==> src/design/b64d_pkg.sv <==
// ----------------------------------------------------------------------------
// Base64 decoder package
// Shared types, codes and the alphabet lookup for the base64 decoder.
// ----------------------------------------------------------------------------
`timescale 1ns / 1ps
`default_nettype none

package b64d_pkg;

  localparam int unsigned QueueDepthDefault = 2;

  localparam logic [7:0] PadChar = 8'h3d;

  localparam logic KindData   = 1'b0;
  localparam logic KindStatus = 1'b1;

  typedef enum logic [1:0] {
    StatusOk      = 2'd0,
    StatusLength  = 2'd1,
    StatusBadChar = 2'd2
  } status_e;

  // One queue entry: an optional data beat and an optional status beat
  typedef struct packed {
    logic    data_vld;
    logic [7:0] data;
    logic    stat_vld;
    status_e status;
  } op_t;

  // Returns {invalid, sextet}
  function automatic logic [6:0] sextet_of(input logic [7:0] c);
    logic [6:0] r;
    r = 7'h40;
    if (c >= 8'h41 && c <= 8'h5a) begin
      r = {1'b0, 6'(c - 8'h41)};
    end else if (c >= 8'h61 && c <= 8'h7a) begin
      r = {1'b0, 6'(c - 8'h61 + 8'd26)};
    end else if (c >= 8'h30 && c <= 8'h39) begin
      r = {1'b0, 6'(c - 8'h30 + 8'd52)};
    end else if (c == 8'h2b) begin
      r = {1'b0, 6'd62};
    end else if (c == 8'h2f) begin
      r = {1'b0, 6'd63};
    end
    return r;
  endfunction

endpackage

`default_nettype wire

==> src/design/b64d_front.sv <==
// ----------------------------------------------------------------------------
// Base64 decoder front end
// Classifies each character, tracks group state and forms queue entries.
// ----------------------------------------------------------------------------
`timescale 1ns / 1ps
`default_nettype none

module b64d_front import b64d_pkg::*; (
  input  wire logic       clk_i,
  input  wire logic       rst_ni,
  input  wire logic       in_valid_i,
  output logic            in_ready_o,
  input  wire logic [7:0] char_code_i,
  input  wire logic       final_char_i,
  input  wire logic       full_i,
  output logic            push_o,
  output op_t             op_o
);

  logic [1:0] group_pos_q, group_pos_d;
  logic [5:0] held_q, held_d;
  logic [1:0] len_q, len_d;
  logic       pad_q, pad_d;
  logic       bad_q, bad_d;

  logic       accept;
  logic [6:0] sx;
  logic       emit;
  logic [7:0] byte_val;
  logic       bad_next;

  assign in_ready_o = !full_i;
  assign accept     = in_valid_i && !full_i;
  assign sx         = sextet_of(char_code_i);

  always_comb begin
    unique case (group_pos_q)
      2'd1:    byte_val = {held_q, sx[5:4]};
      2'd2:    byte_val = {held_q[3:0], sx[5:2]};
      2'd3:    byte_val = {held_q[1:0], sx[5:0]};
      default: byte_val = 8'h00;
    endcase
  end

  always_comb begin
    group_pos_d = group_pos_q;
    held_d      = held_q;
    len_d       = len_q + 2'd1;
    pad_d       = pad_q;
    bad_d       = bad_q;
    emit        = 1'b0;
    if (!pad_q && !bad_q) begin
      if (char_code_i == PadChar) begin
        pad_d = 1'b1;
      end else if (sx[6]) begin
        bad_d = 1'b1;
      end else begin
        emit        = (group_pos_q != 2'd0);
        held_d      = sx[5:0];
        group_pos_d = group_pos_q + 2'd1;
      end
    end
    bad_next = bad_d;
    // end of string: clear everything for the next one
    if (final_char_i) begin
      group_pos_d = 2'd0;
      held_d      = 6'd0;
      len_d       = 2'd0;
      pad_d       = 1'b0;
      bad_d       = 1'b0;
    end
  end

  always_comb begin
    op_o.data_vld = emit;
    op_o.data     = byte_val;
    op_o.stat_vld = final_char_i;
    if ((len_q + 2'd1) != 2'd0) begin
      op_o.status = StatusLength;
    end else if (bad_next) begin
      op_o.status = StatusBadChar;
    end else begin
      op_o.status = StatusOk;
    end
  end

  assign push_o = accept && (emit || final_char_i);

  always_ff @(posedge clk_i or negedge rst_ni) begin
    if (!rst_ni) begin
      group_pos_q <= 2'd0;
      held_q      <= 6'd0;
      len_q       <= 2'd0;
      pad_q       <= 1'b0;
      bad_q       <= 1'b0;
    end else if (accept) begin
      group_pos_q <= group_pos_d;
      held_q      <= held_d;
      len_q       <= len_d;
      pad_q       <= pad_d;
      bad_q       <= bad_d;
    end
  end

endmodule

`default_nettype wire

==> src/design/b64d_fifo.sv <==
// ----------------------------------------------------------------------------
// Base64 decoder queue
// Short register queue of decoded entries between front and back end.
// ----------------------------------------------------------------------------
`timescale 1ns / 1ps
`default_nettype none

module b64d_fifo import b64d_pkg::*; #(
  parameter int unsigned Depth = QueueDepthDefault
) (
  input  wire logic clk_i,
  input  wire logic rst_ni,
  input  wire logic push_i,
  input  wire op_t  op_i,
  output logic      full_o,
  input  wire logic pop_i,
  output logic      empty_o,
  output op_t       op_o
);

  localparam int unsigned PtrW = (Depth > 1) ? $clog2(Depth) : 1;
  localparam int unsigned CntW = $clog2(Depth + 1);
  localparam logic [PtrW-1:0] LastIdx = PtrW'(Depth - 1);

  op_t            mem_q [Depth];
  logic [PtrW-1:0] wr_ptr_q, rd_ptr_q;
  logic [CntW-1:0] cnt_q, cnt_d;

  assign full_o  = (cnt_q == CntW'(Depth));
  assign empty_o = (cnt_q == '0);
  assign op_o    = mem_q[rd_ptr_q];

  always_comb begin
    cnt_d = cnt_q;
    if (push_i && !pop_i) begin
      cnt_d = cnt_q + CntW'(1);
    end else if (pop_i && !push_i) begin
      cnt_d = cnt_q - CntW'(1);
    end
  end

  always_ff @(posedge clk_i or negedge rst_ni) begin
    if (!rst_ni) begin
      wr_ptr_q <= '0;
      rd_ptr_q <= '0;
      cnt_q    <= '0;
    end else begin
      cnt_q <= cnt_d;
      if (push_i) begin
        wr_ptr_q <= (wr_ptr_q == LastIdx) ? '0 : wr_ptr_q + PtrW'(1);
      end
      if (pop_i) begin
        rd_ptr_q <= (rd_ptr_q == LastIdx) ? '0 : rd_ptr_q + PtrW'(1);
      end
    end
  end

  always_ff @(posedge clk_i) begin
    if (push_i) begin
      mem_q[wr_ptr_q] <= op_i;
    end
  end

endmodule

`default_nettype wire

==> src/design/b64d_back.sv <==
// ----------------------------------------------------------------------------
// Base64 decoder back end
// Takes queue entries and drives them out as data and status beats.
// ----------------------------------------------------------------------------
`timescale 1ns / 1ps
`default_nettype none

module b64d_back import b64d_pkg::*; (
  input  wire logic       clk_i,
  input  wire logic       rst_ni,
  input  wire logic       empty_i,
  input  wire op_t        op_i,
  output logic            pop_o,
  output logic            out_valid_o,
  input  wire logic       out_ready_i,
  output logic            kind_o,
  output logic [7:0]      data_byte_o,
  output logic [1:0]      status_o,
  output logic            end_mark_o
);

  logic       data_pend_q, data_pend_d;
  logic       stat_pend_q, stat_pend_d;
  logic [7:0] data_q;
  status_e    status_q;
  logic       both;
  logic       load;

  assign both  = data_pend_q && stat_pend_q;
  assign out_valid_o = data_pend_q || stat_pend_q;
  assign load  = !out_valid_o || (out_ready_i && !both);
  assign pop_o = load && !empty_i;

  always_comb begin
    data_pend_d = data_pend_q;
    stat_pend_d = stat_pend_q;
    if (out_ready_i && both) begin
      // data beat goes first, status beat stays
      data_pend_d = 1'b0;
    end else if (load) begin
      data_pend_d = !empty_i && op_i.data_vld;
      stat_pend_d = !empty_i && op_i.stat_vld;
    end
  end

  always_ff @(posedge clk_i or negedge rst_ni) begin
    if (!rst_ni) begin
      data_pend_q <= 1'b0;
      stat_pend_q <= 1'b0;
    end else begin
      data_pend_q <= data_pend_d;
      stat_pend_q <= stat_pend_d;
    end
  end

  always_ff @(posedge clk_i) begin
    if (pop_o) begin
      data_q   <= op_i.data;
      status_q <= op_i.status;
    end
  end

  assign kind_o      = data_pend_q ? KindData : KindStatus;
  assign data_byte_o = data_pend_q ? data_q : 8'h00;
  assign status_o    = data_pend_q ? 2'(StatusOk) : 2'(status_q);
  assign end_mark_o  = !data_pend_q && stat_pend_q;

endmodule

`default_nettype wire

==> src/design/base64_decoder.sv <==
// Each accepted entry is queued, then registered in the back end as its result beat.
// Throughput: one character per cycle while the queue has room; a final character that
// also yields a data byte takes a data beat and a status beat, absorbed by the queue.
// Queue depth (QueueDepth entries) sets how far the input runs ahead of a stalled output.
// Reset: rst_ni clears group state, queue pointers and output valid at once.
// ----------------------------------------------------------------------------
// Base64 decoder top level
// Character-per-beat RFC 4648 decoder with data and end-status result beats.
// ----------------------------------------------------------------------------
`timescale 1ns / 1ps
`default_nettype none

module base64_decoder import b64d_pkg::*; #(
  parameter int unsigned QueueDepth = QueueDepthDefault
) (
  input  wire logic       clk_i,
  input  wire logic       rst_ni,
  input  wire logic       in_valid_i,
  output logic            in_ready_o,
  input  wire logic [7:0] char_code_i,
  input  wire logic       final_char_i,
  output logic            out_valid_o,
  input  wire logic       out_ready_i,
  output logic            kind_o,
  output logic [7:0]      data_byte_o,
  output logic [1:0]      status_o,
  output logic            end_mark_o
);

  logic push;
  logic pop;
  logic full;
  logic empty;
  op_t  op_in;
  op_t  op_out;

  b64d_front u_front (
    .clk_i        (clk_i),
    .rst_ni       (rst_ni),
    .in_valid_i   (in_valid_i),
    .in_ready_o   (in_ready_o),
    .char_code_i  (char_code_i),
    .final_char_i (final_char_i),
    .full_i       (full),
    .push_o       (push),
    .op_o         (op_in)
  );

  b64d_fifo #(
    .Depth (QueueDepth)
  ) u_fifo (
    .clk_i   (clk_i),
    .rst_ni  (rst_ni),
    .push_i  (push),
    .op_i    (op_in),
    .full_o  (full),
    .pop_i   (pop),
    .empty_o (empty),
    .op_o    (op_out)
  );

  b64d_back u_back (
    .clk_i       (clk_i),
    .rst_ni      (rst_ni),
    .empty_i     (empty),
    .op_i        (op_out),
    .pop_o       (pop),
    .out_valid_o (out_valid_o),
    .out_ready_i (out_ready_i),
    .kind_o      (kind_o),
    .data_byte_o (data_byte_o),
    .status_o    (status_o),
    .end_mark_o  (end_mark_o)
  );

  a_no_push_full: assert property (@(posedge clk_i) disable iff (!rst_ni)
    push |-> !full)
    else $error("queue written while full");

  a_no_pop_empty: assert property (@(posedge clk_i) disable iff (!rst_ni)
    pop |-> !empty)
    else $error("queue read while empty");

  a_data_beat_clean: assert property (@(posedge clk_i) disable iff (!rst_ni)
    (out_valid_o && kind_o == KindData) |-> (status_o == 2'(StatusOk) && !end_mark_o))
    else $error("data beat carries status");

  a_status_beat_clean: assert property (@(posedge clk_i) disable iff (!rst_ni)
    (out_valid_o && kind_o == KindStatus) |-> (end_mark_o && data_byte_o == 8'h00
      && status_o != 2'd3))
    else $error("malformed status beat");

endmodule

`default_nettype wire
==> config.mk <==
export PLATFORM = sky130hd
export DESIGN_NAME = base64_decoder
export DESIGN_NICKNAME = d
export VERILOG_FILES = /design/src/design/b64d_pkg.sv /design/src/design/b64d_front.sv /design/src/design/b64d_fifo.sv /design/src/design/b64d_back.sv /design/src/design/base64_decoder.sv
export SDC_FILE = /design/constraint.sdc
export NUM_CORES = 1
export LEC_CHECK = 0
export BUFFER_PORTS_ARGS = -buffer_cell sky130_fd_sc_hd__buf_2
export CAP_MARGIN = 20
export CELL_PAD_IN_SITES_DETAIL_PLACEMENT = 1
export CELL_PAD_IN_SITES_GLOBAL_PLACEMENT = 1
export CORE_MARGIN = 10
export CORE_UTILIZATION = 48
export DETAILED_ROUTE_END_ITERATION = 7
export PLACE_DENSITY = 0.82
export SLEW_MARGIN = 20
export SYNTH_ARGS = -nofsm -noshare
export SYNTH_HDL_FRONTEND = slang
export SYNTH_SLANG_ARGS = --single-unit
==> constraint.sdc <==
create_clock -name clk_i -period 2.6 [get_ports clk_i]
set_input_delay 0 -clock clk_i [delete_from_list [all_inputs] [get_ports clk_i]]
set_output_delay 0 -clock clk_i [all_outputs]
set_load 0.05 [all_outputs]
* Yosys cells after proc, flatten, opt, wreduce, memory -nomap -nowiden
Memory sizes are Yosys's and may differ from the RTL's.
Index checks and enable logic that the tools add are counted.
** Storage, ports and cells
- Bits in registers :: 28
- Memory bits (writable) :: 24
- Output and inout bits :: 14
- Memories :: 1
** Operators by class
- Add/sub/neg operators :: 11
- Order comparisons :: 6
- Equality and inequality tests :: 9
- Muxes and demuxes :: 38
- Bitwise gates (word level) :: 1
- Reduce and logical (&&, ||, !) cells :: 37
** Memories
- u_fifo.mem_q :: words 2, bits a word 12, read ports 1, clocked after memory_dff 0, write ports 1, RTL line b64d_fifo.sv:25 : op_t mem_q [Depth];
** Operator list (number)
- 7-bit 2-to-1 mux :: 5
- 8-bit by 6-bit == test with 1-bit output, second input constant :: 3
- 6-bit 2-to-1 mux :: 4
- 8-bit case mux with 3 select lines :: 1
- 2-bit 2-to-1 mux :: 10
- 1-bit 2-to-1 mux :: 17
- 8-bit by 7-bit greater-or-equal comparator with 1-bit output, second input constant :: 2
- 8-bit by 7-bit less-or-equal comparator with 1-bit output, second input constant :: 2
- 1-bit logical AND :: 15
- 2-bit nonzero test :: 6
- 6-bit subtractor, second input constant :: 2
- 1-bit logical NOT :: 9
- 8-bit by 6-bit greater-or-equal comparator with 1-bit output, second input constant :: 1
- 8-bit by 6-bit less-or-equal comparator with 1-bit output, second input constant :: 1
- 8-bit 2-to-1 mux :: 1
- 2-bit by 1-bit adder with 2-bit output, second input constant :: 3
- 6-bit by 5-bit adder with 6-bit output, second input constant :: 1
- 6-bit adder, second input constant :: 1
- 2-bit == test, second input constant :: 3
- 6-bit by 1-bit subtractor with 6-bit output, second input constant :: 1
- 2-bit != test, second input constant :: 2
- 4-bit AND reduction :: 1
- 1-bit logical OR :: 3
- 3-bit AND reduction :: 1
- other kinds (6) :: 7

* Depth between registers and ports, before layout
Gate-level depths: netlist of run 1.
- Depth after elaboration :: 15
- Mapped depth :: 12

* By module
Synthesis of run 1 repeated with hierarchy kept, for this count alone.
** Unflattened totals
- Cell total of the unflattened synthesis :: 240
- Area total of the unflattened synthesis :: 2941.6 µm²
** By module, submodules not included
- b64d_front :: times used 1, cells each 151, area each 1351.3 µm²
- b64d_fifo :: times used 1, cells each 53, area each 1087.3 µm²
- b64d_back :: times used 1, cells each 36, area each 503.0 µm²

* Worst setup path before layout of run 1
Ideal clock, no wire load.
- Kind :: register to register
- Start :: register u_fifo.cnt_q[0]
- End :: memory u_fifo.mem_q[1][0] (netlist bit), enable pin
- Setup time :: 380 ps
- Arrival time :: 1888 ps
- Required time :: 2220 ps
- Path slack :: 332 ps
- Stages on the path, launching flop included :: 5
- Clock period less this slack :: 2268 ps
- Path through :: dfrtp_1 nand2b_1 and2_0 o21ai_2 nor2_1
** Between the ends
- Word-level cells in the longest chain between the ends :: 6
** RTL lines
- start, declared :: RTL line b64d_fifo.sv:27 : logic [CntW-1:0] cnt_q, cnt_d;
- start signal, assigned :: RTL line b64d_fifo.sv:48 : cnt_q <= cnt_d;
- 2-bit == test :: RTL line b64d_fifo.sv:29 : assign full_o = (cnt_q == CntW'(Depth));
- 1-bit logical NOT
- net in_ready_o :: RTL line base64_decoder.sv:19 : output logic in_ready_o,
- 1-bit logical AND :: RTL line b64d_front.sv:33 : assign accept = in_valid_i && !full_i;
- 1-bit logical AND :: RTL line b64d_front.sv:87 : assign push_o = accept && (emit || final_char_i);
- 1-bit 2-to-1 mux :: RTL line b64d_fifo.sv:59 : if (push_i) begin
- 1-bit 2-to-1 mux (implied by the code) :: RTL line b64d_fifo.sv:60 : mem_q[wr_ptr_q] <= op_i;
- end, declared :: RTL line b64d_fifo.sv:25
The timed path passes the listed nets, and every way through them passes these cells.

==> results of run 1 <==
worst max-delay path, cell delays in order, from the launching register on:
cell and delay, ns:
dfrtp_1 0.42, or3_1 0.43, a211oi_2 0.34, o21ai_2 0.14
inv_1 0.09, ha_1 0.25, nor2_1 0.14, xor2_1 0.18
layout make-up:
type | count | share of cell area (%)
clock buffer | 6 | 2.33
clock inverter | 2 | 0.523
inverter | 14 | 1.69
multi-input combinational | 154 | 39.7
sequential | 52 | 47.3
tap | 72 | 2.90
timing repair buffer | 31 | 5.55
cell families after synthesis:
| kind of cell | count (synthesis) | synth area share [%] |
|---|---|---|
| compound gates | 52 | 15.0 |
| xor+xnor | 8 | 2.51 |
| fa+ha+maj | 17 | 7.54 |
| buf+inv | 19 | 2.83 |
| flops | 52 | 52.8 |
| mux | 16 | 6.29 |
| simple gates | 61 | 13.1 |
registers in the layout, summed over array words and instances (netlist names), 2 cells and up:
register,count
u_back.status_q,2
u_front.group_pos_q,2
u_fifo.cnt_q,2
u_back.data_q,8
u_front.len_q,2
u_front.held_q,6
u_fifo.mem_q,24
routing by layer:
metal | up-vias | global-route usage [%]
li1 | 897 | -
met1 | 917 | 15.8
met2 | 41 | 27.2
met3 | 8 | 2.49
met4 | 0 | 4.42
met5 | - | 0
through the flow:
stage               util [%]  std cells  cell area (um^2)
floorplan                  -        225              2790
global placement        53.9        321              3000
detailed placement      53.9        321              3000
CTS                     55.8        331              3110
global route            55.8        331              3110
finish                  55.8        331              3110
power groups by stage:
stage,Sequential (mW),Clock (mW),Combinational [mW]
3_3_place_gp,1.29,0,1.10
5_1_grt,1.32,0.498,1.25
2_1_floorplan,1.23,0,0.921
3_5_place_dp,1.32,0,1.16
6_report,1.29,0.450,1.15
4_1_cts,1.30,0.464,1.17
cell usage after synthesis, types with 2 or more instances:
master and instances:
buf_4 2, a22oi_1 5, nor2_1 14, nor2b_1 8
ha_1 16, o21ai_2 2, a21oi_1 6, and2_1 11
buf_1 2, mux2_2 12, nand2_1 10, o21bai_1 2
edfxtp_1 34, a21o_1 2, a22o_1 7, nand2b_1 6
a222oi_1 3, o22ai_1 3, a221o_1 2, inv_1 14
xnor2_1 5, a21oi_2 3, dfrtp_1 18, o21ai_1 5
o311ai_2 2, o2bb2ai_1 2, mux2i_1 4, xor2_1 3
final timing paths:
kind,end,cells after the start,from
worst max-delay path,u_fifo.cnt_q[1],7,u_front.bad_q
worst min-delay path,u_front.pad_q,2,final_char_i
min in group asynchronous,u_fifo.cnt_q[0],2,rst_ni
worst min register to register,u_front.held_q[5],1,u_front.held_q[5]
worst max register to register,u_fifo.cnt_q[1],7,u_front.bad_q
max in group asynchronous,u_front.group_pos_q[1],2,rst_ni
timing repair:
| item | in CTS | in global routing |
|---|---|---|
| hold buffers | 2 | 0 |
| gates resized for setup | 0 | 0 |
| endpoints found under the hold margin | 19 | 0 |
==> impl_results.md, run 1 <==
- Status: finished, final reports clean
- Final setup violation count: 0
- Clock share of power: 15.6%
- Antenna-violating nets left: 0
- Hold Fails Final Rpt: 0
- Peak VDD IR: 0.000533 V
- Die X: 96.2 um
- Syn Area/Cell: 12.4 um^2
- Synth Flop Type: edfxtp_1
- Largest net degree at the start of global routing: 19
- CTS tree: done
- I/O Buffers: 26
- Footprint of the multi-input gates: 1240 um^2
- Yosys warning count: 0
- Endpoint class of the critical path: flop
- FF-to-FF setup slack: 0.54 ns
- Yosys cell types: 50
- Tot Pwr: 2.89 mW
- Logic pwr share: 39.8%
- Hold Path Class: in2reg
- Routability cong.: 0.836
- Detailed placer's ending HPWL: 4800 um
- Commonest non-fill, non-tap cells in the layout: edfxtp_1, buf_2, dfrtp_1
- H-tree levels: 2
- Fmax: 484 MHz
- Setup ws final: 0.536 ns
- Flop pwr share: 44.6%
- Hold_ws: 0.0118 ns
- Met3 WL: 265 um
- CTS sink cnt: 52
- Initial antenna violation count: 0
- Fill cell total of the finished layout: 598
- Uppermost routed layer: met4
- CP max FO: 4
- Max clock buf depth: 2
- DR WL/cell: 18.8 um
- Vias in the first global route: 2069
- Power Dens Cells: 929 nW/um^2
- Residual DRC: 0
- Met2 wire length: 3380 um
- Clock Skew: 0.00975 ns
- Slew Viols, Final: 0
- EDFF count, synth: 34
- Total CTS buffers: 5
- Pre-Repair DR Iteration Count: 4
- Kind of critical path: reg2reg
- Grt ovf: 0
- Via count of the routed design: 1863
- Mapped Area: 2790 um^2
- Pre-CTS setup slack: 0.256 ns
- CP startpoint kind: flop
- Row cnt: 27
- N_diodes: 0
- Commonest non-fill, non-tap cell in the layout: edfxtp_1
- RSZ-0062 raised after global routing: false
- Met1 Routed Length: 2490 um
- Top cell type's share of synthesized area: 36.6%
- Internal: 1.70 mW
- Tot GR Track Use: 14.4%
- Area leader, netlist: edfxtp_1
- Initial DRC count: 78
- Slew Limit Headroom: 60.9%
- Max-cap violations: 0
- Switch Pwr: 1.19 mW
- Syn_nets: 254
- Final Cycle Share: 79.4%
- First-pass GRT wire length: 10500 um
- Drt total wl: 6210 um
- Root buffer cell: clkbuf_8
- Worst EP required: 2.82 ns
- WP data arrival: 2.28 ns
- Largest cells by area after synthesis: edfxtp_1, dfrtp_1, ha_1
- # Post-CTS Setup Buffers: 0
- Mapped Cells: 225
- P&R area growth vs syn: 11.7%
- Sw frac: 41.2%
- Crit path time final: 2.06 ns
- Register Area: 1470 um^2
- Initial Util: 50.0%
- Clk_lat worst skew: 0.30 ns
- # IOs: 27
- Slew @ Worst Pin: 0.587 ns
- Full die area: 9250 um^2
- Static leakage: 1.25 nW
- Clk slew on worst S/H paths: 0.09 ns
- Post-synthesis sequential area ratio: 52.8%
- Yosys reg bits: 52
- Post-synth ARST share: 34.6%
- Core Footprint: 5570 um^2
- Height of the die: 96.2 um
- Vias/cell: 5.63
- Layout cells sized above 1: 23.6%
- Fin Setup TNS: 0 ns
- Fin nets: 287
Power figures use the tool's default switching activity.
==> inputs of run 2 (changes only) <==
- ABC_AREA: default -> 1
- CORE_UTILIZATION: 48 -> 45
- PLACE_DENSITY: 0.82 -> 0.83
- clock period: 2.6 -> 2.1 ns (I/O delays scaled with it)
==> run 2 against run 1 <==
Effect of this change: synthesized area is 15% higher; core utilization is 1.7 points lower; synthesized cell count is 75% higher; maximum frequency is 5.5% higher; sequential share of layout area is 7.7 points lower; count of clock-buffer cells in the layout stayed put; flip-flop and latch count stayed put; final cell count is 63% higher; largest power group is now combinational logic; highest routed layer unchanged.
==> impl_results.md, run 2 <==
- Residual DRC: 0 (unchanged)
- Clk_lat worst skew: 0.29 ns (was 0.30 ns)
- Final Non-Filler Cells: 539 (was 331)
- H-tree levels: 2 (unchanged)
- # IOs: 27 (unchanged)
- Post-synth ARST share: 34.6% (unchanged)
- Static leakage: 1.86 nW (was 1.25 nW)
- Hold Fails Final Rpt: 0 (unchanged)
- WP data arrival: 2.14 ns (was 2.28 ns)
- CP max FO: 5 (was 4)
- DR WL/cell: 13.9 um (was 18.8 um)
- Synth Flop Type: edfxtp_1 (unchanged)
- Detailed placer's ending HPWL: 6080 um (was 4800 um)
- Largest family of logic cells by synthesized area: simple AND/OR/NAND/NOR gates (was compound AO/OA/AOI/OAI gates)
- Antenna-violating nets left: 0 (unchanged)
- Max-cap violations: 0 (unchanged)
- CP startpoint kind: flop (unchanged)
- Yosys reg bits: 52 (unchanged)
- Initial antenna violation count: 0 (unchanged)
- Max clock buf depth: 2 (unchanged)
- Dpl cells: 523 (was 321)
- Layout cells sized above 1: 21.4% (was 23.6%)
- Regs by FF count: u_fifo.mem_q x24, u_back.data_q x8, u_front.held_q x6 (unchanged)
- Initial DRC count: 105 (was 78)
- CTS tree: done (unchanged)
- Syn Area/Cell: 8.17 um^2 (was 12.4 um^2)
- Hold Path Class: in2reg (unchanged)
- Status: finished, final reports clean (unchanged)
- Mapped Cells: 393 (was 225)
- Area leader, netlist: edfxtp_1 (unchanged)
- Commonest cells post-synth: nand2_1, inv_1, nand3_1 (was edfxtp_1, dfrtp_1, ha_1)
- Slew Viols, Final: 0 (unchanged)
- Count leader, synth: nand2_1 (was edfxtp_1)
- Fill cell total of the finished layout: 879 (was 598)
- Slew @ Worst Pin: 0.449 ns (was 0.587 ns)
- Yosys cell types: 33 (was 50)
- Commonest non-fill, non-tap cells in the layout: nand2_1, inv_1, nand3_1 (was edfxtp_1, buf_2, dfrtp_1)
- Mapped Area: 3210 um^2 (was 2790 um^2)
- Clk slew on worst S/H paths: 0.09 ns (about the same)
- Yosys warning count: 0 (unchanged)
- Simple-Gate Fraction of Synth Area: 30.6% (was 13.1%)
- EDFF count, synth: 34 (unchanged)
- Internal: 2.45 mW (was 1.70 mW)
- Top cell type's share of synthesized area: 31.8% (was 36.6%)
- Largest register FFs: 24 (unchanged)
- Post-synthesis sequential area ratio: 45.8% (was 52.8%)
- Clock Skew: 0.00304 ns (was 0.00975 ns)
- Synth Area in XOR/XNOR: 2.46% (was 2.51%)
- Kind of critical path: reg2reg (unchanged)
- Total CTS buffers: 5 (unchanged)
- Endpoint class of the critical path: flop (unchanged)
- Largest cells by area after synthesis: edfxtp_1, nand2_1, dfrtp_1 (was edfxtp_1, dfrtp_1, ha_1)
- Fmax: 511 MHz (was 484 MHz)
- First-pass GRT wire length: 13100 um (was 10500 um)
- Largest Register: u_fifo.mem_q (unchanged)
- Worst EP required: 2.29 ns (was 2.82 ns)
- Core Footprint: 6870 um^2 (was 5570 um^2)
- I/O Buffers: 26 (unchanged)
- Vias in the first global route: 2832 (was 2069)
- Grt ovf: 0 (unchanged)
- Slew Limit Headroom: 70.0% (was 60.9%)
- Vias/cell: 4.89 (was 5.63)
- Fin nets: 471 (was 287)
- CTS sink cnt: 52 (unchanged)
- Area share of fa/ha/maj cells after synthesis: 6.24% (was 7.54%)
- Tot GR Track Use: 13.9% (was 14.4%)
- Die X: 104 um (was 96.2 um)
- Multiplexer area fraction after synthesis: 0.312% (was 6.29%)
- Largest net degree at the start of global routing: 19 (unchanged)
- Full die area: 10900 um^2 (was 9250 um^2)
- N_diodes: 0 (unchanged)
- Peak VDD IR: 0.000361 V (was 0.000533 V)
- Via count of the routed design: 2638 (was 1863)
- Final Cycle Share: 93.2% (was 79.4%)
- Routability cong.: 0.886 (was 0.836)
- Crit path time final: 1.96 ns (was 2.06 ns)
- Switch Pwr: 1.97 mW (was 1.19 mW)
- Commonest non-fill, non-tap cell in the layout: nand2_1 (was edfxtp_1)
- Sw frac: 44.6% (was 41.2%)
- Pre-Repair DR Iteration Count: 4 (unchanged)
- Flop pwr share: 39.3% (was 44.6%)
- Final setup violation count: 0 (unchanged)
- Drt total wl: 7500 um (was 6210 um)
- Logic pwr share: 48.3% (was 39.8%)
- P&R area growth vs syn: 15.7% (was 11.7%)
- Power Dens Cells: 1190 nW/um^2 (was 929 nW/um^2)
- Height of the die: 104 um (was 96.2 um)
- Compound-Gate Fraction of Synth Area: 5.81% (was 15.0%)
- Root buffer cell: clkbuf_8 (unchanged)
- Syn_nets: 422 (was 254)
- Tot Pwr: 4.42 mW (was 2.89 mW)
- Initial Util: 46.7% (was 50.0%)
- Row cnt: 30 (was 27)
- Clock share of power: 12.3% (was 15.6%)
-- run 2: area by class of cell --
type,instances,area (um^2),area share [%]
sequential,52,1470,39.6
inverter,55,213,5.73
tap,96,120,3.23
timing repair buffer,53,353,9.50
clock buffer,6,72.6,1.95
clock inverter,2,16.3,0.438
multi-input combinational,275,1470,39.5
-- run 2: metal layers --
layer	share of wire (%)	wire length [um]	GRT usage [%]
met5	0	0	0
met4	1.8	138	4.47
met3	2.8	209	2.17
met2	55	4100	26.1
met1	41	3050	15.3
-- run 2: timing repair --
item	in CTS	in global routing
hold endpoints to repair	21	0
setup endpoints to repair	1	1
buffers inserted	0	5
pin swaps	1	1
gates resized for setup	0	5
hold buffers	3	0
-- run 2: logic make-up after synthesis --
family | Yosys count
AND/OR/NAND/NOR | 221
buffers and inverters | 66
flip-flops | 52
AO/OA/AOI/OAI | 28
adder cells (fa/ha/maj) | 16
XOR/XNOR | 9
multiplexers | 1
-- run 2: through the flow --
step / hold slack, ns / cell area (um^2) / TNS, ns / setup slack [ns] / utilization [%]
after floorplan: -0.296 / 3220 / 0 / 0.0518 / -
after global placement: -0.0351 / 3550 / 0 / 0.0467 / 51.7
after detailed placement: -0.0253 / 3550 / -0.0918 / -0.0918 / 51.7
after CTS: 0.0872 / 3670 / 0 / 0.00558 / 53.5
after global routing: 0.0781 / 3710 / -0.0283 / -0.0283 / 54.1
final: 0.0633 / 3710 / 0 / 0.143 / 54.1
-- run 2: critical path, stage by stage, from the launching register on --
cell	delay (ns)
dfrtp_1	0.41
inv_2	0.09
nand2_2	0.07
nand2_2	0.12
nor2_1	0.07
inv_2	0.10
nand2_1	0.08
nand4_1	0.14
inv_1	0.07
ha_1	0.33
a21oi_1	0.14
o21ai_1	0.10
xnor2_1	0.14
-- run 2: power by group through the flow --
stage	Combinational, mW	Clock [mW]	Sequential, mW
6_report	2.14	0.546	1.74
5_1_grt	2.39	0.602	1.78
4_1_cts	2.07	0.562	1.74
3_5_place_dp	2.06	0	1.76
3_3_place_gp	1.97	0	1.74
2_1_floorplan	1.57	0	1.69
-- run 2: path summary, 6_finish.rpt --
check | from | to | slack [ns] | cells past startpoint
worst max-delay path | u_fifo.cnt_q[0] | u_fifo.cnt_q[1] | 0.14 | 12
max in group asynchronous | rst_ni | u_front.held_q[5] | 1.61 | 2
worst min-delay path | in_valid_i | u_front.len_q[1] | 0.06 | 3
worst min register to register | u_front.held_q[5] | u_front.held_q[5] | 0.51 | 2
min in group asynchronous | rst_ni | u_back.stat_pend_q | 0.18 | 2
worst max register to register | u_fifo.cnt_q[0] | u_fifo.cnt_q[1] | 0.14 | 12
